===== config.mk =====
export PLATFORM = sky130hd
export DESIGN_NAME = csp_ram
export DESIGN_NICKNAME = d
export VERILOG_FILES = /design/src/design/csp_ram.sv
export SDC_FILE = /design/constraint.sdc
export NUM_CORES = 1
export LEC_CHECK = 0
export ABC_AREA = 1
export BUFFER_PORTS_ARGS = -buffer_cell sky130_fd_sc_hd__buf_4
export CORE_MARGIN = 2
export CORE_UTILIZATION = 48
export DETAILED_ROUTE_END_ITERATION = 10
export HOLD_SLACK_MARGIN = 0.05
export PLACE_DENSITY = 0.65
export SETUP_SLACK_MARGIN = 0.3
export SLEW_MARGIN = 15
export SYNTH_ARGS = -nofsm -noshare
export SYNTH_HDL_FRONTEND = slang
export SYNTH_SLANG_ARGS = --single-unit

===== constraint.sdc =====
create_clock -name clock -period 3.12 [get_ports clock]
set_input_delay 0.624 -clock clock [delete_from_list [all_inputs] [get_ports clock]]
set_output_delay 0.624 -clock clock [all_outputs]
set_load 0.03 [all_outputs]

===== src/design/csp_ram.sv =====
// Generic RAM: one write port, two registered read ports.
module csp_ram #(
   parameter int WIDTH = 8,
   parameter int DEPTH = 16
) (
   input  logic                     clock,
   input  logic                     wr_en,
   input  logic [$clog2(DEPTH)-1:0] wr_addr,
   input  logic [WIDTH-1:0]         wr_data,
   input  logic                     rd_en,
   input  logic [$clog2(DEPTH)-1:0] rd_addr_a,
   input  logic [$clog2(DEPTH)-1:0] rd_addr_b,
   output logic [WIDTH-1:0]         rd_data_a,
   output logic [WIDTH-1:0]         rd_data_b
);

   logic [WIDTH-1:0] mem [DEPTH];
   logic [WIDTH-1:0] rd_data_a_ff;
   logic [WIDTH-1:0] rd_data_b_ff;

   always_ff @(posedge clock) begin
      if (wr_en) begin
         mem[wr_addr] <= wr_data;
      end
      if (rd_en) begin
         rd_data_a_ff <= mem[rd_addr_a];
         rd_data_b_ff <= mem[rd_addr_b];
      end
   end

   assign rd_data_a = rd_data_a_ff;
   assign rd_data_b = rd_data_b_ff;

endmodule


---- Word level (Yosys, flattened, before mapping) ----
Memory sizes are Yosys's and may differ from the RTL's. A register that Yosys moved wholly into a read port is not among the register bits.
Index checks and enable logic that the tools add are counted.
word-level totals
  register bits ........................... 0
  latch bits .............................. 0
  bits in writable memories ............... 128
  ROM bits ................................ 0
  input bits .............................. 23
  output and inout bits ................... 16
  word-level logic and storage cells ...... 3
  memories kept ........................... 1
operators by class
  add/sub/neg operators ................... 0
  multipliers ............................. 0
  div/mod/pow operators ................... 0
  $lt $le $gt $ge ......................... 0
  eq/ne operators ......................... 0
  shift operators ......................... 0
  mux-type cells .......................... 2
  bitwise operators ....................... 0
  reductions and logical operators ........ 0
memory list
  memory  depth  width  read ports  clocked after Yosys merged registers in  wr ports  line  source
  mem     16     8      2           2                                        1         17    logic [WIDTH-1:0] mem [DEPTH];
operators by type and width
  cell              number
  2-to-1 mux 1 bit  2

---- Logic depth before layout (Yosys ltp) ----
  word-level depth ........................ 2
  gate-level depth with buffers ........... 7
  gate-level depth less buffers ........... 6

---- Worst setup path after synthesis ----
Ideal clock, no wire load.
  path type ............................... input to register
  start point ............................. input port wr_addr[2]
  end point ............................... memory mem[10][0] (enable)
  setup time .............................. 0.370 ns
  arrival time ............................ 1.205 ns
  required time ........................... 2.750 ns
  path slack .............................. 1.545 ns
  stages .................................. 2
  path buffers ............................ 0
  cell sequence ........................... nand3b_1 nor2_1
RTL lines
  item                line  source
  start: declaration  8     input logic [$clog2(DEPTH)-1:0] wr_addr,
  end: declaration    17
Straight into the memory's write port.

==> metrics.txt <==
YS warnings 0; crit end category flip-flop; GRT Util Overall 0.259; xor/xnor share of the synthesized area 0; RSZ-0062 raised after global routing false; NetSw 1.18 mW; Post-Syn Instances around 850; diode count 0; Post-synth EDFFs between 100 and 150; crit start category input pin; row count 45; IO Port Bufs 38; Crit Path Category in2reg; Die Height between 100 and 150 µm; TritonCTS buffer count 17; clk_lat worst skew between 0.4 and 0.5 ns; Simple-Gate Fraction of Synth Area 0.303; core area about 15,000 µm²; crit path max fanout 43; leakage power 3.66 nW; Clock Sinks 144; worst hold path class in2reg; DRC viols 0; grt total ovfl 0; crit path DAT ~2.1 ns; Mapped Nets ~870; Setup WS pre-CTS 0.859 ns; commonest cells in the synthesized netlist 277 x nand2_1, 225 x nand3_1, 144 x edfxtp_1; setup TNS 0 ns; ratio of cells with drive above 1 in the final layout 0.0917; post-route worst setup slack 1.21 ns; Worst slew margin 0.367; max-slew violations 0; Pwr per Cell Area ~550 nW/µm²; post-CTS setup buffer count 0; Yosys cell types 12; P&R area growth vs syn 11.1%; Synth Area in Compound Gates 0; Avg Cell Area, Syn just under 9 µm²; initial antenna violation count 0; most frequent cell after synthesis nand2_1; final hold vios 0; CTS root buffer clkbuf_16; Synth Cell Area between 7000 and 8000 µm²; post-synthesis async set-or-reset flop share 0; FMAX 0.523 GHz; # hold bufs at CTS 0; Yosys top cell area share 0.583; ranking of synthesized cells by area edfxtp_1 58%, nand3_1 15%, nand2_1 14%; clock skew 0.0108 ns; Sw Ratio 0.261; Internal Power between 3 and 4 mW; Final Cycle Share 0.613; die width 128 µm; Slew @ Worst Pin between 0.9 and 1 ns; first-pass GRT wire length between 30,000 and 40,000 µm; DRT Wirelength 20,400 µm; post-synthesis mux area share 0; IO Pins 39; FF+latch count, synth around 140; vias 5,960; part of the power in registers 0.487; DIE AREA between 15,000 and 20,000 µm²; Core Util, Final 0.544; Seq/Total Area, Yosys 0.583; Post-Synth Adder-Cell Area 0; CTS tree done; Iteration-0 DRC Markers about 1,000; CTS resizes 0; DR WL/cell ~19 µm; number of vias per cell 5.56; nets around 890; outcome completed; H-tree levels 4; Detailed Place HPWL roughly 13,000 µm; Yosys top cell by area edfxtp_1; Top FF cell, synth edfxtp_1; max-cap violation count 0; largest family of logic cells by synthesized area simple AND/OR/NAND/NOR gates; Longest Clk Path Bufs 2; RD Place Congestion around 0.88; Final ANT Viol Nets 0; pin count of the biggest net entering global routing 44; initial core utilization 0.490; CP Data Required Time 3.30 ns; clock slew at reported path FFs about 0.070 ns; 1st-pass router iterations 6; vias in the first global route about 5,600; crit path time final roughly 1.9 ns; Comb power frac 0.104; final setup violating endpoints 0; peak supply drop around 0.35 mV; Clk pwr share 0.409
[power by group through the flow]
stage	Combinational, mW	Sequential, mW	Clock (mW)
after CTS	0.465	2.20	1.87
after global routing	0.514	2.21	1.96
after global placement	0.461	2.24	0
after floorplan	0.272	2.28	0
after detailed placement	0.463	2.24	0
final	0.473	2.20	1.85
[critical path, cell delays in order]
cell and delay [ns]:
buf_4 0.22, inv_2 0.35, buf_12 0.29, nand2_1 0.09, nand3_1 0.07, nand3_1 0.14, nand3_1 0.21, nand2_1 0.07
[area by class of cell]
| class | count | area [µm²] |
|---|---|---|
| clock inverter | 15 | 113 |
| tap | 188 | 235 |
| inverter | 138 | 518 |
| multi-input combinational | 521 | 2240 |
| fill | 1363 | 6900 |
| timing repair buffer | 48 | 385 |
| sequential | 144 | 4320 |
| clock buffer | 17 | 425 |
[cells in the final DEF (no fill, tap or decap)]
master,instances
nand2_1,277
nand3_1,225
edfxtp_1,144
inv_1,134
buf_4,46
nor2_1,17
clkbuf_16,17
clkinv_4,6
inv_2,4
clkinv_1,3
inv_6,3
clkinvlp_4,3
nand3b_1,2
buf_12,2
[stage by stage]
stage / cell area, µm² / power [mW] / cells / hold WS (ns)
finish: 8250 / 4.53 / 1071 / 0.534
global route: 8250 / 4.68 / 1071 / 0.538
CTS: 8250 / 4.54 / 1071 / 0.528
detailed placement: 7710 / 2.71 / 1039 / 0.747
global placement: 7710 / 2.70 / 1039 / 0.738
floorplan: 7420 / 2.55 / 851 / 0.701
[registers in the layout, summed over array words and instances (netlist names)]
signal,cells
rd_data_b,8
rd_data_a,8
mem,128
[logic make-up (layout without fill, tap and decap cells)]
| family | Yosys count | count (layout) |
|---|---|---|
| flip-flops | 144 | 144 |
| buffers and inverters | 186 | 218 |
| AND/OR/NAND/NOR | 521 | 521 |
[metal layers]
| layer | up-vias | track usage | wire (µm) |
|---|---|---|---|
| met2 | 357 | 0.403 | 9300 |
| met4 | 0 | 0.124 | 683 |
| li1 | 2801 | - | - |
| met1 | 2750 | 0.342 | 8520 |
| met3 | 52 | 0.0640 | 1880 |
| met5 | - | 0 | 0 |
[path summary, 6_finish.rpt]
| path | from | to | slack, ns | cells after the start |
|---|---|---|---|---|
| worst max register to register | mem[5][2] | rd_data_a[2] | 1.82 | 6 |
| worst min register to register | mem[10][5] | rd_data_a[5] | 0.76 | 6 |
| worst min-delay path | wr_data[6] | mem[7][6] | 0.53 | 1 |
| worst max-delay path | rd_addr_a[0] | rd_data_a[0] | 1.21 | 8 |
Note: power is estimated with default switching activity, not from simulation.
