## src/design/csp_pkg.sv

```systemverilog
// Shared constants and types for the cross stencil probability map.
package csp_pkg;

   localparam int MAX_WIDTH  = 1024;
   localparam int MAX_HEIGHT = 1024;

   // circular pixel window: two rows plus two entries
   localparam int WIN_DEPTH = 2 * MAX_WIDTH + 2;
   localparam int ADDR_W    = $clog2(WIN_DEPTH);

   localparam int DIM_W = $clog2(MAX_WIDTH + 1);
   localparam int HGT_W = $clog2(MAX_HEIGHT + 1);
   localparam int COL_W = (MAX_WIDTH > 1) ? $clog2(MAX_WIDTH) : 1;
   localparam int ROW_W = (MAX_HEIGHT > 1) ? $clog2(MAX_HEIGHT) : 1;

   localparam int CFG_W  = 11;
   localparam int PIX_W  = 8;
   localparam int PROB_W = 11;

   localparam logic [CFG_W-1:0] FRAME_DIM_RESET = CFG_W'(1024);

   // register indexes
   localparam int CSR_IDX_W = 1;
   localparam logic [CSR_IDX_W-1:0] CSR_FRAME_WIDTH  = 1'b0;
   localparam logic [CSR_IDX_W-1:0] CSR_FRAME_HEIGHT = 1'b1;

   // transaction kinds
   localparam logic REQ_PIXEL = 1'b0;
   localparam logic REQ_DRAIN = 1'b1;

   // which taps are real and which fall back to the centre
   typedef struct packed {
      logic             use_left;
      logic             use_right;
      logic             use_up;
      logic             down_pixel;
      logic [PIX_W-1:0] down_val;
      logic             last;
   } tap_ctrl_type;

   typedef struct packed {
      logic [ADDR_W-1:0] centre;
      logic [ADDR_W-1:0] left;
      logic [ADDR_W-1:0] right;
      logic [ADDR_W-1:0] up;
   } rd_addr_type;

endpackage

```

## src/design/csp_sum.sv

```systemverilog
// Five-point cross sum and result register.
module csp_sum import csp_pkg::*; (
   input  logic              clock,
   input  logic              reset,
   input  logic              s1_valid,
   input  tap_ctrl_type      ctrl,
   input  logic [PIX_W-1:0]  centre,
   input  logic [PIX_W-1:0]  left,
   input  logic [PIX_W-1:0]  right,
   input  logic [PIX_W-1:0]  up,
   input  logic              rsp_ready,
   output logic              load_ok,
   output logic              rsp_valid,
   output logic [PROB_W-1:0] prob,
   output logic              last
);

   logic              rsp_v_ff,  rsp_v_in;
   logic [PROB_W-1:0] prob_ff,   prob_in;
   logic              last_ff;
   logic [PIX_W-1:0]  l_sel, r_sel, u_sel, d_sel;

   assign load_ok = !rsp_v_ff || rsp_ready;

   always_comb begin
      l_sel   = ctrl.use_left   ? left          : centre;
      r_sel   = ctrl.use_right  ? right         : centre;
      u_sel   = ctrl.use_up     ? up            : centre;
      d_sel   = ctrl.down_pixel ? ctrl.down_val : centre;
      // 8 * 255 = 2040, never wraps
      prob_in = PROB_W'({centre, 2'b00}) + PROB_W'(l_sel) + PROB_W'(r_sel)
              + PROB_W'(u_sel) + PROB_W'(d_sel);
      rsp_v_in = load_ok ? s1_valid : rsp_v_ff;
   end

   always_ff @(posedge clock) begin
      if (reset) begin
         rsp_v_ff <= 1'b0;
      end else begin
         rsp_v_ff <= rsp_v_in;
      end
   end

   always_ff @(posedge clock) begin
      if (load_ok && s1_valid) begin
         prob_ff <= prob_in;
         last_ff <= ctrl.last;
      end
   end

   assign rsp_valid = rsp_v_ff;
   assign prob      = prob_ff;
   assign last      = last_ff;

endmodule

```

## config.mk

```make
export PLATFORM = sky130hd
export DESIGN_NAME = csp_sum
export DESIGN_NICKNAME = d
export VERILOG_FILES = /design/src/design/csp_pkg.sv /design/src/design/csp_sum.sv
export SDC_FILE = /design/constraint.sdc
export NUM_CORES = 1
export LEC_CHECK = 0
export BUFFER_PORTS_ARGS = -buffer_cell sky130_fd_sc_hd__buf_2
export CAP_MARGIN = 40
export CORE_MARGIN = 5
export CORE_UTILIZATION = 54
export DETAILED_ROUTE_END_ITERATION = 7
export PLACE_DENSITY = 0.93
export SYNTH_ARGS = -nofsm -noshare
export SYNTH_HDL_FRONTEND = slang
export SYNTH_SLANG_ARGS = --single-unit
```

## constraint.sdc

```tcl
create_clock -name clock -period 8.9 [get_ports clock]
set_input_delay 0.89 -clock clock [delete_from_list [all_inputs] [get_ports clock]]
set_output_delay 0.89 -clock clock [all_outputs]
set_load 0.01 [all_outputs]
```

After elaboration in Yosys (flattened, before gate mapping)

Cells that the tools add are included.

ROM bits: 0
Memories kept: 0
Register bits after elaboration: 13
Word-level logic and storage cells: 14
Bits of input ports: 49
Latch bits: 0
RAM bits: 0

Equal/unequal tests: 0
Divide/modulo/power cells: 0
$lt $le $gt $ge: 0
Add/subtract/negate cells: 4
Mux-type cells: 4
Bitwise logic cells: 0
Multipliers: 0
Reductions and logical operators: 3
Shifts and indexed selects: 0

Operators by type and width:

| operator               | number |
|---|---|
| adder 11 x 8 -> 11 bit | 3 |
| 2-to-1 mux 8 bit       | 4 |
| adder 10 x 8 -> 11 bit | 1 |
| logical AND 1 bit      | 1 |
| zero test 1 bit        | 1 |
| logical OR 1 bit       | 1 |

Logic depth before layout (Yosys ltp)

Word-level depth: 5
Mapped depth: 14
Mapped depth without buffers: 13

Worst setup path after synthesis

Ideal clock, no wire load.

Path kind: input-to-reg
From: in ctrl[12] in the netlist's numbering
To: reg prob_ff[8] (netlist: prob[8]) (data pin)
Arrival time: 4.044 ns
Required time: 8.635 ns
Cell stages on the path: 12
Path slack: 4.591 ns
Cell sequence: buf_2 -> mux2i_1 -> fa_1 -> inv_1 -> fa_1 -> fa_1 -> ha_1 -> fa_1 -> a21o_1 -> a21oi_2 -> o21ai_0 -> xor2_1

Longest elaborated chain between the ends: 5

Ends and longest elaborated chain:

| what                                 | line          | source |
|---|---|---|
| start: declaration                   | csp_sum.sv:6  | `input tap_ctrl_type ctrl,` |
| 2-to-1 mux 8 bit                     | csp_sum.sv:26 | `l_sel = ctrl.use_left ? left : centre;` |
| adder 10 x 8 -> 11 bit               | csp_sum.sv:31 | `prob_in = PROB_W'({centre, 2'b00}) + PROB_W'(l_sel) + PROB_W'(r_sel)` |
| adder 11 x 8 -> 11 bit               | csp_sum.sv:31 |  |
| adder 11 x 8 -> 11 bit (2 in series) | csp_sum.sv:32 | `+ PROB_W'(u_sel) + PROB_W'(d_sel);` |
| net prob_in[8]                       | csp_sum.sv:19 | `logic [PROB_W-1:0] prob_ff, prob_in;` |
| end signal: assignment               | csp_sum.sv:46 | `prob_ff <= prob_in;` |
| end: declaration                     | csp_sum.sv:19 |  |

The timed path passes the listed nets, and every way through them passes these cells.
A chain may end at the register's enable or synchronous reset.

Worst setup path after layout

Ends and elaborated chain as after synthesis.

==> results.yml <==
logic_synthesis:
  synth.top_cells.by_count: "sky130_fd_sc_hd__inv_1, sky130_fd_sc_hd__fa_1, sky130_fd_sc_hd__mux2i_1, sky130_fd_sc_hd__nand2_1, sky130_fd_sc_hd__ha_1"
  yosysTopAreaCell: "sky130_fd_sc_hd__fa_1"
  yosys_register_bits: 13
  count_of_flip_flops_with_a_built_in_enable_after_synthesis: 12
  synthTopCellsByArea: "sky130_fd_sc_hd__fa_1, sky130_fd_sc_hd__edfxtp_1, sky130_fd_sc_hd__mux2i_1"
  yosysSeqAreaShare_pct: 22.5
  syn-mean-instance-area_um2: 10.1
  async_reset_ff_share_pct: 0
  syn_nets: 251
  synth_area_mm2: 0.00169
  yosysWarnings: 0
  post_synth_top_area_share_pct: 26.0
  netlist_instances: 167
  synth-main-ff-cell: "sky130_fd_sc_hd__edfxtp_1"
  synth.lib_cells_used.distinct: 27
  yosysMostFrequentCell: "sky130_fd_sc_hd__inv_1"
place:
  routabilityCongestion: 0.834
  io_buffer_count: 62
  placedCellCount: 269
  dp.final_hpwl_um: 2980
grt:
  grt_usage_pct: 16.4
  pin_count_of_the_biggest_net_entering_global_routing: 14
  globalRouteMet1Util_pct: 19.2
  grt-ovfl-total: 0
  grt_pass1_vias: 1347
  global_route.peak_usage_layer: "met2"
  grt_use_met2_pct: 29.2
  met3_usage_pct: 3.23
  antenna_found_initial: 0
  grt_first_pass_wirelength_um: 5490
drt:
  drt_pass1_iterations: 4
  detail_route.vias_per_cell: 4.85
  drt_first_iter_violations: 35
  antenna_violating_nets_post_route: 0
  drt-wirelength-per-cell_um: 12.1
  routed-via-count: 1323
  route.detailed.drc: 0
  drt_wl_total_um: 3300
clocking:
  ctsResizeCount: 0
  numClockSinks: 13
  cts-buffers-inserted: 3
  clk_latency_ns: 0.27
  cts_root_buffer: "sky130_fd_sc_hd__clkbuf_4"
  tritoncts: "built"
  clock_path_buffers: 2
  number_of_levels_the_h_tree_was_split_into: 1
  cts.repair_timing.setup_buffer_count: 0
  cts_hold_repair.buffers: 0
  path_clk_slew_ns: 0.07
timing:
  hold_violations: 0
  slew_viol_final: 0
  fmax_mhz: 235
  final_period_util_pct: 47.8
  transition_at_the_pin_with_the_smallest_max_transition_slack_ns: 0.499
  unrepaired_setup_endpoints_after_global_routing: "no"
  setup_viol: 0
  slew-limit-headroom_pct: 66.7
  fin_crit_ns: 4.25
  final.setup_skew_ns: 0.00147
  setup-tns-final_ns: 0
critical_path:
  cp_slowest_stage_delay_ns: 0.50
  critPathCapture: "prob[8]"
  cp-start-kind: "input pin"
  r2r_end: "prob[8]"
  cp.required_ns: 8.91
  cp_max_fo: 9
  crit_path_frequent_cell: "sky130_fd_sc_hd__fa_1"
  cell_type_of_the_slowest_stage_on_the_worst_timing_path: "sky130_fd_sc_hd__fa_1"
  regToRegSetupSlack_ns: 7.70
  critPathKind: "input pin to flop"
  endpoint_kind: "flop"
  path_cells: "buf_2 > mux2i_1 > fa_1 > inv_1 > fa_1 > fa_1 > ha_1 > fa_1 > a21o_1 > a21oi_2 > o21ai_0 > xor2_1"
  worstReg2RegStart: "rsp_valid"
  critPathArrivalTime_ns: 4.27
  timing.reg2reg.worst_path_depth: 2
  crit_path_start: "ctrl[12]"
final_layout:
  layout.nets: 314
  fin_util_pct: 68.2
  finalNonFillerCells: 273
  antennaDiodeCount: 0
  post_route_cells_drive_above_1_share_pct: 30.6
  flow.area_growth_from_synthesis_pct: 22.0
  fillCellCount: 232
floorplanning:
  placeableCoreArea_mm2: 0.00303
  fp.dieArea_mm2: 0.00435
  num_ports: 63
  die_y_um: 66.0
  initial_util_pct: 55.9
  die_width_um: 66.0
  num_rows: 20
pwr:
  vdd_ir_drop_max_mv: 0.171
  p_leak_nw: 1.12
  power-per-cell-area_mw_per_mm2: 223
  power.total_mw: 0.460
status:
  run_status: "completed"
hold_path:
  min_path_type: "flop to flop"
flow_run:
  timing.max_cap.violations: 0
==> power breakdown <==
part	internal (mW)	switching, mW
clock network	0.0174	0.0177
registers	0.110	0.00467
logic	0.137	0.173
==> state kept, by name, indices dropped and copies added, names as in the netlist <==
signal and cells:
rsp_valid 1, last 1, prob 11
==> per-stage QoR <==
| step | hold slack, ns | cell area (um2) | setup slack [ns] |
|---|---|---|---|
| floorplan | 0.593 | 1690 | 4.59 |
| CTS | 0.510 | 2060 | 4.65 |
| global placement | 0.486 | 2040 | 4.49 |
| global route | 0.543 | 2060 | 4.46 |
| finish | 0.508 | 2060 | 4.65 |
| detailed placement | 0.499 | 2040 | 4.35 |
==> layout by cell type (no fill, tap or decap), types with 5 or more instances in the layout <==
cell type / count
sky130_fd_sc_hd__a21oi_1: 5
sky130_fd_sc_hd__buf_2: 62
sky130_fd_sc_hd__nand2_1: 14
sky130_fd_sc_hd__o21ai_0: 12
sky130_fd_sc_hd__ha_1: 13
sky130_fd_sc_hd__mux2i_1: 21
sky130_fd_sc_hd__edfxtp_1: 12
sky130_fd_sc_hd__inv_1: 40
sky130_fd_sc_hd__fa_1: 22
==> area by class of cell <==
class                           count  area [um2]  area share, %
Inverter                           40         150           7.27
Multi-Input combinational cell    110        1140           55.3
Timing Repair Buffer               62         310           15.0
Clock buffer                        4        26.3           1.27
Sequential cell                    13         380           18.4
Tap cell                           44        55.1           2.67
==> critical path, delay by kind of cell <==
kind | cells | cell delay (ns)
AO/OA/AOI/OAI | 3 | 0.56
XOR/XNOR | 1 | 0.18
adder cells (fa/ha/maj) | 5 | 2.04
buffers and inverters | 2 | 0.32
multiplexers | 1 | 0.28
==> logic make-up (layout without fill, tap and decap cells) <==
group,Yosys count,count (layout),synth area share (%)
buf+inv,44,106,9.98
fa+ha+maj,35,35,35.7
compound gates,25,25,9.32
mux,23,23,13.8
simple gates,21,21,5.70
flops,13,13,22.5
xor+xnor,6,6,3.11
==> worst min-delay path by stage <==
stage / start / to / slack [ns] / cells past startpoint
2_1_floorplan: rsp_valid / rsp_valid / 0.59 / 2
3_3_place_gp: rsp_valid / rsp_valid / 0.49 / 2
3_5_place_dp: rsp_valid / rsp_valid / 0.50 / 2
4_1_cts: rsp_valid / rsp_valid / 0.51 / 2
5_1_grt: rsp_valid / rsp_valid / 0.54 / 2
6_report: rsp_valid / rsp_valid / 0.51 / 2
==> layer usage <==
metal / part of all wire, % / wire length, um
met3: 6.4 / 210
met2: 51 / 1670
met1: 40 / 1320
met5: 0 / 0
met4: 2.8 / 93
(Power assumes the default switching activity.)
