**config.mk**
```make
export PLATFORM = sky130hd
export DESIGN_NAME = csp_seq
export DESIGN_NICKNAME = d
export VERILOG_FILES = /design/src/design/csp_pkg.sv /design/src/design/csp_seq.sv
export SDC_FILE = /design/constraint.sdc
export NUM_CORES = 1
export LEC_CHECK = 0
export BUFFER_PORTS_ARGS = -buffer_cell sky130_fd_sc_hd__buf_2
export CORE_MARGIN = 5
export CORE_UTILIZATION = 40
export DETAILED_ROUTE_END_ITERATION = 10
export SYNTH_ARGS = -nofsm -noshare
export SYNTH_HDL_FRONTEND = slang
export SYNTH_SLANG_ARGS = --single-unit
```
**constraint.sdc**
```tcl
create_clock -name clock -period 5.2 [get_ports clock]
set_input_delay 0.52 -clock clock [delete_from_list [all_inputs] [get_ports clock]]
set_output_delay 0.52 -clock clock [all_outputs]
set_load 0.01 [all_outputs]
```
**src/design/csp_pkg.sv**
```systemverilog
// Shared constants and types for the cross stencil probability map.
package csp_pkg;

   localparam int MAX_WIDTH  = 1024;
   localparam int MAX_HEIGHT = 1024;

   // circular pixel window: two rows plus two entries
   localparam int WIN_DEPTH = 2 * MAX_WIDTH + 2;
   localparam int ADDR_W    = $clog2(WIN_DEPTH);

   localparam int DIM_W = $clog2(MAX_WIDTH + 1);
   localparam int HGT_W = $clog2(MAX_HEIGHT + 1);
   localparam int COL_W = (MAX_WIDTH > 1) ? $clog2(MAX_WIDTH) : 1;
   localparam int ROW_W = (MAX_HEIGHT > 1) ? $clog2(MAX_HEIGHT) : 1;

   localparam int CFG_W  = 11;
   localparam int PIX_W  = 8;
   localparam int PROB_W = 11;

   localparam logic [CFG_W-1:0] FRAME_DIM_RESET = CFG_W'(1024);

   // register indexes
   localparam int CSR_IDX_W = 1;
   localparam logic [CSR_IDX_W-1:0] CSR_FRAME_WIDTH  = 1'b0;
   localparam logic [CSR_IDX_W-1:0] CSR_FRAME_HEIGHT = 1'b1;

   // transaction kinds
   localparam logic REQ_PIXEL = 1'b0;
   localparam logic REQ_DRAIN = 1'b1;

   // which taps are real and which fall back to the centre
   typedef struct packed {
      logic             use_left;
      logic             use_right;
      logic             use_up;
      logic             down_pixel;
      logic [PIX_W-1:0] down_val;
      logic             last;
   } tap_ctrl_type;

   typedef struct packed {
      logic [ADDR_W-1:0] centre;
      logic [ADDR_W-1:0] left;
      logic [ADDR_W-1:0] right;
      logic [ADDR_W-1:0] up;
   } rd_addr_type;

endpackage

```
**src/design/csp_seq.sv**
```systemverilog
// Raster position tracking, window addressing and tail release.
module csp_seq import csp_pkg::*; (
   input  logic              clock,
   input  logic              reset,
   input  logic              accept,
   input  logic              req_type,
   input  logic [PIX_W-1:0]  pixel_gray,
   input  logic [CFG_W-1:0]  frame_width,
   input  logic [CFG_W-1:0]  frame_height,
   output logic              has_result,
   output tap_ctrl_type      ctrl,
   output rd_addr_type       rd_addr,
   output logic              wr_en,
   output logic [ADDR_W-1:0] wr_addr,
   output logic [PIX_W-1:0]  wr_data
);

   function automatic logic [ADDR_W-1:0] wrap_sub(input logic [ADDR_W-1:0] a,
                                                  input logic [ADDR_W-1:0] d);
      logic [ADDR_W:0] low;
      low = {1'b0, a} + (ADDR_W+1)'(WIN_DEPTH) - {1'b0, d};
      if (a >= d) return a - d;
      return low[ADDR_W-1:0];
   endfunction

   function automatic logic [ADDR_W-1:0] wrap_inc(input logic [ADDR_W-1:0] a);
      return (a == ADDR_W'(WIN_DEPTH - 1)) ? '0 : a + 1'b1;
   endfunction

   function automatic logic [ADDR_W-1:0] wrap_dec(input logic [ADDR_W-1:0] a);
      return (a == '0) ? ADDR_W'(WIN_DEPTH - 1) : a - 1'b1;
   endfunction

   logic [ADDR_W-1:0] wr_addr_ff,  wr_addr_in;
   logic [COL_W-1:0]  col_ff,      col_in;
   logic [ROW_W-1:0]  row_ff,      row_in;
   logic [DIM_W-1:0]  cur_w_ff,    cur_w_in;
   logic [HGT_W-1:0]  cur_h_ff,    cur_h_in;
   logic [DIM_W-1:0]  pending_ff,  pending_in;
   logic [ADDR_W-1:0] tail_ptr_ff, tail_ptr_in;
   logic [COL_W-1:0]  tail_col_ff, tail_col_in;
   logic [DIM_W-1:0]  tail_w_ff,   tail_w_in;
   logic [HGT_W-1:0]  tail_h_ff,   tail_h_in;

   logic              is_pixel;
   logic              frame_start;
   logic [DIM_W-1:0]  width_cfg;
   logic [HGT_W-1:0]  height_cfg;
   logic [DIM_W-1:0]  eff_w;
   logic [HGT_W-1:0]  eff_h;
   logic              row_case;
   logic              tail_case;
   logic              row_end;
   logic              frame_end;
   logic [ADDR_W-1:0] centre_addr;
   logic [PIX_W-1:0]  inv_pixel;

   always_comb begin
      // effective geometry: zero means one, oversize saturates
      if (frame_width == '0) begin
         width_cfg = DIM_W'(1);
      end else if (32'(frame_width) > MAX_WIDTH) begin
         width_cfg = DIM_W'(MAX_WIDTH);
      end else begin
         width_cfg = DIM_W'(frame_width);
      end
      if (frame_height == '0) begin
         height_cfg = HGT_W'(1);
      end else if (32'(frame_height) > MAX_HEIGHT) begin
         height_cfg = HGT_W'(MAX_HEIGHT);
      end else begin
         height_cfg = HGT_W'(frame_height);
      end
   end

   assign is_pixel    = (req_type == REQ_PIXEL);
   assign frame_start = (col_ff == '0) && (row_ff == '0);
   assign eff_w       = frame_start ? width_cfg  : cur_w_ff;
   assign eff_h       = frame_start ? height_cfg : cur_h_ff;
   assign row_case    = is_pixel && (row_ff != '0);
   assign tail_case   = !row_case && (pending_ff != '0);
   assign has_result  = row_case || tail_case;
   assign row_end     = (DIM_W'(col_ff) + DIM_W'(1)) == eff_w;
   assign frame_end   = row_end && ((HGT_W'(row_ff) + HGT_W'(1)) == eff_h);
   assign inv_pixel   = ~pixel_gray;

   // read addresses: centre row is one line back, or the held tail row
   always_comb begin
      centre_addr = row_case ? wrap_sub(wr_addr_ff, ADDR_W'(cur_w_ff)) : tail_ptr_ff;
      rd_addr.centre = centre_addr;
      rd_addr.left   = wrap_dec(centre_addr);
      rd_addr.right  = wrap_inc(centre_addr);
      rd_addr.up     = row_case ? wrap_sub(wr_addr_ff, ADDR_W'({cur_w_ff, 1'b0}))
                                : wrap_sub(tail_ptr_ff, ADDR_W'(tail_w_ff));
   end

   always_comb begin
      if (row_case) begin
         ctrl.use_left   = (col_ff != '0);
         ctrl.use_right  = (DIM_W'(col_ff) + DIM_W'(1)) < cur_w_ff;
         ctrl.use_up     = (row_ff != ROW_W'(1));
         ctrl.down_pixel = 1'b1;
         ctrl.last       = 1'b0;
      end else begin
         // final row of the previous frame: no lower neighbour
         ctrl.use_left   = (tail_col_ff != '0);
         ctrl.use_right  = (DIM_W'(tail_col_ff) + DIM_W'(1)) < tail_w_ff;
         ctrl.use_up     = (tail_h_ff != HGT_W'(1));
         ctrl.down_pixel = 1'b0;
         ctrl.last       = (pending_ff == DIM_W'(1));
      end
      ctrl.down_val = inv_pixel;
   end

   assign wr_en   = accept && is_pixel;
   assign wr_addr = wr_addr_ff;
   assign wr_data = inv_pixel;

   always_comb begin
      wr_addr_in  = wr_addr_ff;
      col_in      = col_ff;
      row_in      = row_ff;
      cur_w_in    = cur_w_ff;
      cur_h_in    = cur_h_ff;
      pending_in  = pending_ff;
      tail_ptr_in = tail_ptr_ff;
      tail_col_in = tail_col_ff;
      tail_w_in   = tail_w_ff;
      tail_h_in   = tail_h_ff;
      if (accept) begin
         if (row_case) begin
            pending_in = '0;
         end else if (tail_case) begin
            tail_ptr_in = wrap_inc(tail_ptr_ff);
            tail_col_in = tail_col_ff + 1'b1;
            pending_in  = pending_ff - 1'b1;
         end
         if (is_pixel) begin
            cur_w_in   = eff_w;
            cur_h_in   = eff_h;
            wr_addr_in = wrap_inc(wr_addr_ff);
            if (row_end) begin
               col_in = '0;
               if (frame_end) begin
                  row_in      = '0;
                  tail_ptr_in = wrap_sub(wr_addr_ff, ADDR_W'(eff_w - 1'b1));
                  tail_col_in = '0;
                  tail_w_in   = eff_w;
                  tail_h_in   = eff_h;
                  pending_in  = eff_w;
               end else begin
                  row_in = row_ff + 1'b1;
               end
            end else begin
               col_in = col_ff + 1'b1;
            end
         end
      end
   end

   always_ff @(posedge clock) begin
      if (reset) begin
         wr_addr_ff  <= '0;
         col_ff      <= '0;
         row_ff      <= '0;
         cur_w_ff    <= DIM_W'(1);
         cur_h_ff    <= HGT_W'(1);
         pending_ff  <= '0;
         tail_ptr_ff <= '0;
         tail_col_ff <= '0;
         tail_w_ff   <= DIM_W'(1);
         tail_h_ff   <= HGT_W'(1);
      end else begin
         wr_addr_ff  <= wr_addr_in;
         col_ff      <= col_in;
         row_ff      <= row_in;
         cur_w_ff    <= cur_w_in;
         cur_h_ff    <= cur_h_in;
         pending_ff  <= pending_in;
         tail_ptr_ff <= tail_ptr_in;
         tail_col_ff <= tail_col_in;
         tail_w_ff   <= tail_w_in;
         tail_h_ff   <= tail_h_in;
      end
   end

endmodule

```
# Word level (Yosys, flattened, before mapping)
# Cells that the tools add are included.
dict set report word_totals {
  ff_bits 109
  inputBits 34
}
dict set report op_classes {
  n_addsub 22
  order_cmp 8
  eq_ne 8
  mux 47
  bitwise 2
  n_reduce_logical 19
}
# cell count
set ops {}
lappend ops {{$mux 12} 19}
lappend ops {{$mux 11} 11}
lappend ops {{$mux 10} 7}
lappend ops {{$sub 12x11->12} 4}
lappend ops {{$sub 12x12->12} 4}
lappend ops {{$add 12x1->12 const B} 3}
lappend ops {{$eq 12x12->1 const B} 3}
lappend ops {{$add 10x1->11 const B} 3}
lappend ops {{$add 10x1->10 const B} 3}
lappend ops {{$reduce_bool 10->1} 3}
lappend ops {{$add 12x12->12 const B} 2}
lappend ops {{$ge 12x11->1} 2}
lappend ops {{$ge 12x12->1} 2}
lappend ops {{$eq 11x11->1} 2}
lappend ops {{$gt 11x11->1 const B} 2}
lappend ops {{$logic_not 11->1} 2}
lappend ops {{$lt 11x11->1} 2}
lappend ops {{$logic_not 10->1} 2}
lappend ops {{$logic_not 12->1} 1}
lappend ops {{$sub 11x1->12 const B} 1}
lappend ops {{$sub 12x1->12 const B} 1}
lappend ops {{$eq 11x1->1 const B} 1}
lappend ops {{$ne 11x1->1 const B} 1}
lappend ops {{$reduce_bool 11->1} 1}
lappend ops {{12 further kinds} 24}

# Longest topological paths before layout
dict set report logic_depth {
  ltp_word 15
  ltp_mapped 24
}

# Least setup slack after synthesis
# OpenSTA, ideal clock, no wires.
dict set report synth_timing {
  path_type {flip-flop to flip-flop}
  startpoint {register col_ff[0]}
  endpoint {register tail_ptr_ff[11]}
  setup_time_ps 120
  arrival_ps 5144
  required_time_ps 5080
  setup_slack_ps -64
  path_stages_with_launch 24
  period_less_slack_ps 5264
  path_cell_list {dfxtp_1 -> inv_1 -> ha_1 -> nor2b_1 -> nand4_1 -> clkbuf_1 -> buf_1 -> nor4_1 -> a21oi_1 -> ha_1 -> and3_1 -> clkbuf_1 -> nand2_1 -> xnor2_1 -> ha_1 -> inv_1 -> or4b_2 -> a41oi_1 -> o211ai_1 -> a2111oi_1 -> nor4_2 -> nand2_1 -> mux2i_1 -> a21oi_1}
}
dict set report synth_via {
  elab_chain_cells 14
  word_cells_on_any_way 22
  cone_classes {4 x add/sub; 1 x order compare; 2 x eq/ne; 12 x mux; 3 x reduce/logical}
}
# item line
set synth_lines {}
lappend synth_lines {{start, declared} csp_seq.sv:35} ;# logic [COL_W-1:0] col_ff, col_in;
lappend synth_lines {{start signal, assigned} csp_seq.sv:175} ;# col_ff <= col_in;
lappend synth_lines {{$logic_not 10->1} csp_seq.sv:77} ;# assign frame_start = (col_ff == '0) && (row_ff == '0);
lappend synth_lines {{$logic_and 1x1->1} csp_seq.sv:77}
lappend synth_lines {{$mux 11} csp_seq.sv:78} ;# assign eff_w = frame_start ? width_cfg : cur_w_ff;
lappend synth_lines {{$sub 11x1->12} csp_seq.sv:146} ;# tail_ptr_in = wrap_sub(wr_addr_ff, ADDR_W'(eff_w - 1'b1));
lappend synth_lines {{$ge 12x12->1} csp_seq.sv:22} ;# if (a >= d) return a - d;
lappend synth_lines {{$mux 1} csp_seq.sv:22}
lappend synth_lines {{$mux 1} csp_seq.sv:144} ;# if (frame_end) begin
lappend synth_lines {{$mux 1} csp_seq.sv:142} ;# if (row_end) begin
lappend synth_lines {{$mux 1} csp_seq.sv:138} ;# if (is_pixel) begin
lappend synth_lines {{$mux 1} csp_seq.sv:130} ;# if (accept) begin
lappend synth_lines {{$mux 12} csp_seq.sv:23} ;# return low[ADDR_W-1:0];
lappend synth_lines {{$mux 12} csp_seq.sv:144}
lappend synth_lines {{$mux 12 *} csp_seq.sv:142}
lappend synth_lines {{$mux 12 *} csp_seq.sv:138}
lappend synth_lines {{end signal, assigned} csp_seq.sv:180} ;# tail_ptr_ff <= tail_ptr_in;
lappend synth_lines {{end, declared} csp_seq.sv:40} ;# logic [ADDR_W-1:0] tail_ptr_ff, tail_ptr_in;
# Mark *: on every way between the ends. The rest lies on a longest branch, timed or not. The select of a mux whose other input is x is not followed.
# A chain may end at the register's enable or synchronous reset.

==> impl_metrics.py <==
metrics = {
    "sta": {
        "finalSetupViolCount": 0,
        "holdWs_ns": 0.4570,
        "worst_pin_slew_ns": 0.9029,
        "clock_skew_ns": 0.02084,
        "fin_setup_tns_ns": 0,
        "maxSlewHeadroom_pct": 38.96,
        "finalCriticalPeriod_ns": 4.943,
        "period_share_pct": 95.06,
        "clock.fmax_mhz": 202.3,
        "drv_slew": 0,
        "finalHoldViolations": 0,
    },
    "worst_setup_path": {
        "reg2reg_from": "row_ff[2]$_SDFFE_PP0P_",
        "crit_path_max_fanout": 10,
        "crit_arrival_ns": 4.42,
        "slowest_stage": "fa_1",
        "crit_path_cell_trace": "inv_1, ha_1, fa_1, nor2b_1, o21ai_1, a21boi_1, o221a_2, o31ai_2, buf_4, or3_1, a31oi_2, buf_4, and4_1, and3_1, nand4_1, mux2_2, buf_2",
        "critPathBufInv": 4,
        "crit_path_start": "wr_addr[0]$_SDFFE_PP0P_",
        "cp-end-kind": "output port",
        "cpPeakStageDelay_ns": 0.43,
        "startpoint_type": "register",
        "cp_common_cell": "buf_4",
        "critPathTopFamily": "simple AND/OR/NAND/NOR gates",
        "worstPathRequired_ns": 4.68,
        "criticalPathCategory": "register to output port",
    },
    "place": {
        "gp_congestion": 0.9322,
        "numPortBuffers": 116,
        "hpwlAfterDp_mm": 33.13,
    },
    "grt": {
        "antenna_found_initial": 0,
        "grt_max_degree": 49,
        "grt_pass1_vias": 12088,
        "grt_overflow_total": 0,
        "track_usage_pct": 23.81,
        "grt_pass1_wl_mm": 65.25,
    },
    "yosys": {
        "ys_types": 88,
        "synth_seq_cells": 109,
        "synth_edf_count": 0,
        "ys_warn_count": 0,
        "syn_nets": 1862,
        "avgSynthCellArea_um2": 7.322,
        "synth_area_mm2": 0.01240,
        "synthCells": 1693,
        "synth-async-reset-ratio_pct": 0,
        "ys_seq_area_share_pct": 17.60,
        "synth_top_flop_cell": "dfxtp_1",
    },
    "cts": {
        "cts_max_level": 3,
        "cts_buffers": 9,
        "cts_root_buffer": "clkbuf_16",
        "clk_path_buf_depth": 2,
        "clock-sinks": 109,
        "clk_pin_slew_ns": 0.09,
        "clk_latency_ns": 0.37,
        "cts_tree": "done",
    },
    "worst_hold_path": {
        "hold_path.class": "register to register",
        "hp-start": "cur_h_ff[2]$_SDFFE_PP0P_",
    },
    "floorplanning": {
        "core_mm2": 0.03059,
        "rows": 64,
        "fp.dieH_um": 186.0,
        "ioPinCount": 117,
        "die-area_mm2": 0.03461,
        "die_w_um": 186.0,
        "initial_core_util_pct": 40.52,
    },
    "status": {
        "status": "finished clean",
    },
    "pwr": {
        "static-leakage-power_nw": 6.021,
        "total_power_mw": 3.359,
        "p_per_area_mw_per_mm2": 240.4,
        "ir_drop_mv": 0.1589,
    },
    "finish": {
        "nFillCells": 3119,
        "antennaDiodeCount": 0,
        "area_growth_pct": 12.70,
        "fin_nets": 1972,
        "drive_gt1_share_pct": 14.66,
    },
    "detailed_routing": {
        "vias_per_cell": 5.788,
        "drt_iter0_markers": 831,
        "wirelength_mm": 41.62,
        "drt-pass1-iter-count": 5,
        "final_antenna_net_count": 0,
        "drc": 0,
        "wire_per_inst_um": 18.88,
        "num_vias": 12756,
    },
    "run": {
        "maxCapViolCount": 0,
    },
}
==> per-stage QoR <==
step	std cells	instance area [um2]	util, %	setup slack, ns
2_1_floorplan	1693	12400	-	0.02747
3_5_place_dp	2184	13570	44.35	0.04473
4_1_cts	2200	13860	45.30	0.01605
5_1_grt	2204	13970	45.67	-0.01789
3_3_place_gp	2184	13570	44.35	0.1961
6_report	2204	13970	45.67	0.2567
==> final cells by class <==
class / instances / area (um2) / share of cell area, %
clock inverters: 7 / 57.56 / 0.4120
inverters: 124 / 465.4 / 3.332
flip-flops and latches: 109 / 2183 / 15.63
repair buffers: 187 / 1114 / 7.971
well taps: 396 / 495.5 / 3.547
clock buffers: 9 / 225.2 / 1.612
multi-input cells: 1372 / 9429 / 67.50
==> Yosys cell counts (11+ instances only) <==
library cell | n | area share, %
nor2_1 | 163 | 4.9
nand2_1 | 140 | 4.2
a21oi_1 | 138 | 5.6
inv_1 | 120 | 3.6
ha_1 | 119 | 12
dfxtp_1 | 109 | 18
xnor2_1 | 99 | 7.0
o21ai_0 | 91 | 3.7
nand3_1 | 56 | 2.3
clkbuf_1 | 54 | 1.6
xor2_1 | 49 | 3.5
nor3_1 | 38 | 1.5
a211oi_1 | 36 | 2.2
and3_1 | 34 | 1.7
nand4_1 | 27 | 1.4
a31oi_1 | 24 | 1.2
nor2b_1 | 22 | 1.1
o21ai_1 | 22 | 0.89
nor4_1 | 21 | 1.1
or3_1 | 21 | 1.1
fa_1 | 16 | 2.6
o211ai_1 | 16 | 0.97
a21o_1 | 15 | 0.91
o21bai_1 | 15 | 0.91
buf_2 | 14 | 0.57
mux2i_1 | 13 | 1.0
o21a_1 | 13 | 0.79
buf_4 | 12 | 0.73
a21boi_0 | 11 | 0.67
==> sequential cells by signal, indices dropped and copies added (netlist names) <==
register     count
cur_w_ff        11
pending_ff      11
col_ff          10
tail_w_ff       11
tail_col_ff     10
tail_ptr_ff     12
cur_h_ff        11
row_ff          10
tail_h_ff       11
wr_addr         12
==> final timing paths <==
check,cells past startpoint,slack [ns],to
setup / recovery,17,0.26,rd_addr[23]
hold / removal,2,0.46,cur_h_ff[2]$_SDFFE_PP0P_
setup reg to reg,20,0.38,tail_ptr_ff[8]$_SDFFE_PP0P_
hold reg to reg,2,0.46,cur_h_ff[2]$_SDFFE_PP0P_
==> worst reg2reg max path, stage by stage (launching register included) <==
cell,delay [ns]
dfxtp_1,0.33
nor4_2,0.42
nand3_2,0.23
o21ai_1,0.18
nand2_1,0.12
inv_2,0.10
ha_1,0.17
and3_1,0.19
nand2_1,0.07
xnor2_1,0.19
ha_1,0.33
inv_1,0.07
or4b_2,0.69
a41oi_1,0.24
o211ai_1,0.15
buf_4,0.17
a2111oi_4,0.42
or4_4,0.24
nor2_4,0.05
a211o_1,0.26
a21oi_1,0.13
==> cell usage in the layout, fill, tap and decap left out, drive strengths merged, types with 25 or more instances in the layout <==
cell type	count
a211oi	39
a31oi	27
nand2	142
ha	119
o21ai	113
buf	187
xnor2	100
inv	126
nor3	40
xor2	49
a21oi	141
nand4	27
nor2	167
dfxtp	109
nand3	56
and3	34
nor4	25
==> layer usage <==
layer  wire length [um]  GRT usage [%]  vias to the layer above
met2              18230          37.83                      412
met3               2355          2.599                       76
met1              19060          32.36                     6030
met4               1980          11.22                        0
li1                   -              -                     6238
met5                  0              0                        -
==> power by group <==
part | switching (mW) | total [mW] | internal, mW
sequential | 0.0579 | 0.936 | 0.878
combinational | 1.03 | 1.73 | 0.693
clock | 0.364 | 0.696 | 0.332
total | 1.46 | 3.36 | 1.90
==> repair_timing <==
item                       in CTS  in global routing
hold buffers                    0                  0
buffers inserted                0                  4
resized for setup               1                 21
setup endpoints to repair       1                 37
pin swaps                       0                  4
==> logic make-up (layout without fill, tap and decap cells) <==
kind of cell | Yosys count | after routing | share of synthesized area [%]
flip-flops | 109 | 109 | 17.60
AO/OA/AOI/OAI | 455 | 455 | 23.31
multiplexers | 16 | 16 | 1.322
adder cells (fa/ha/maj) | 136 | 136 | 14.68
AND/OR/NAND/NOR | 615 | 615 | 25.18
buffers and inverters | 212 | 327 | 7.045
XOR/XNOR | 150 | 150 | 10.86
(Power assumes the default switching activity.)
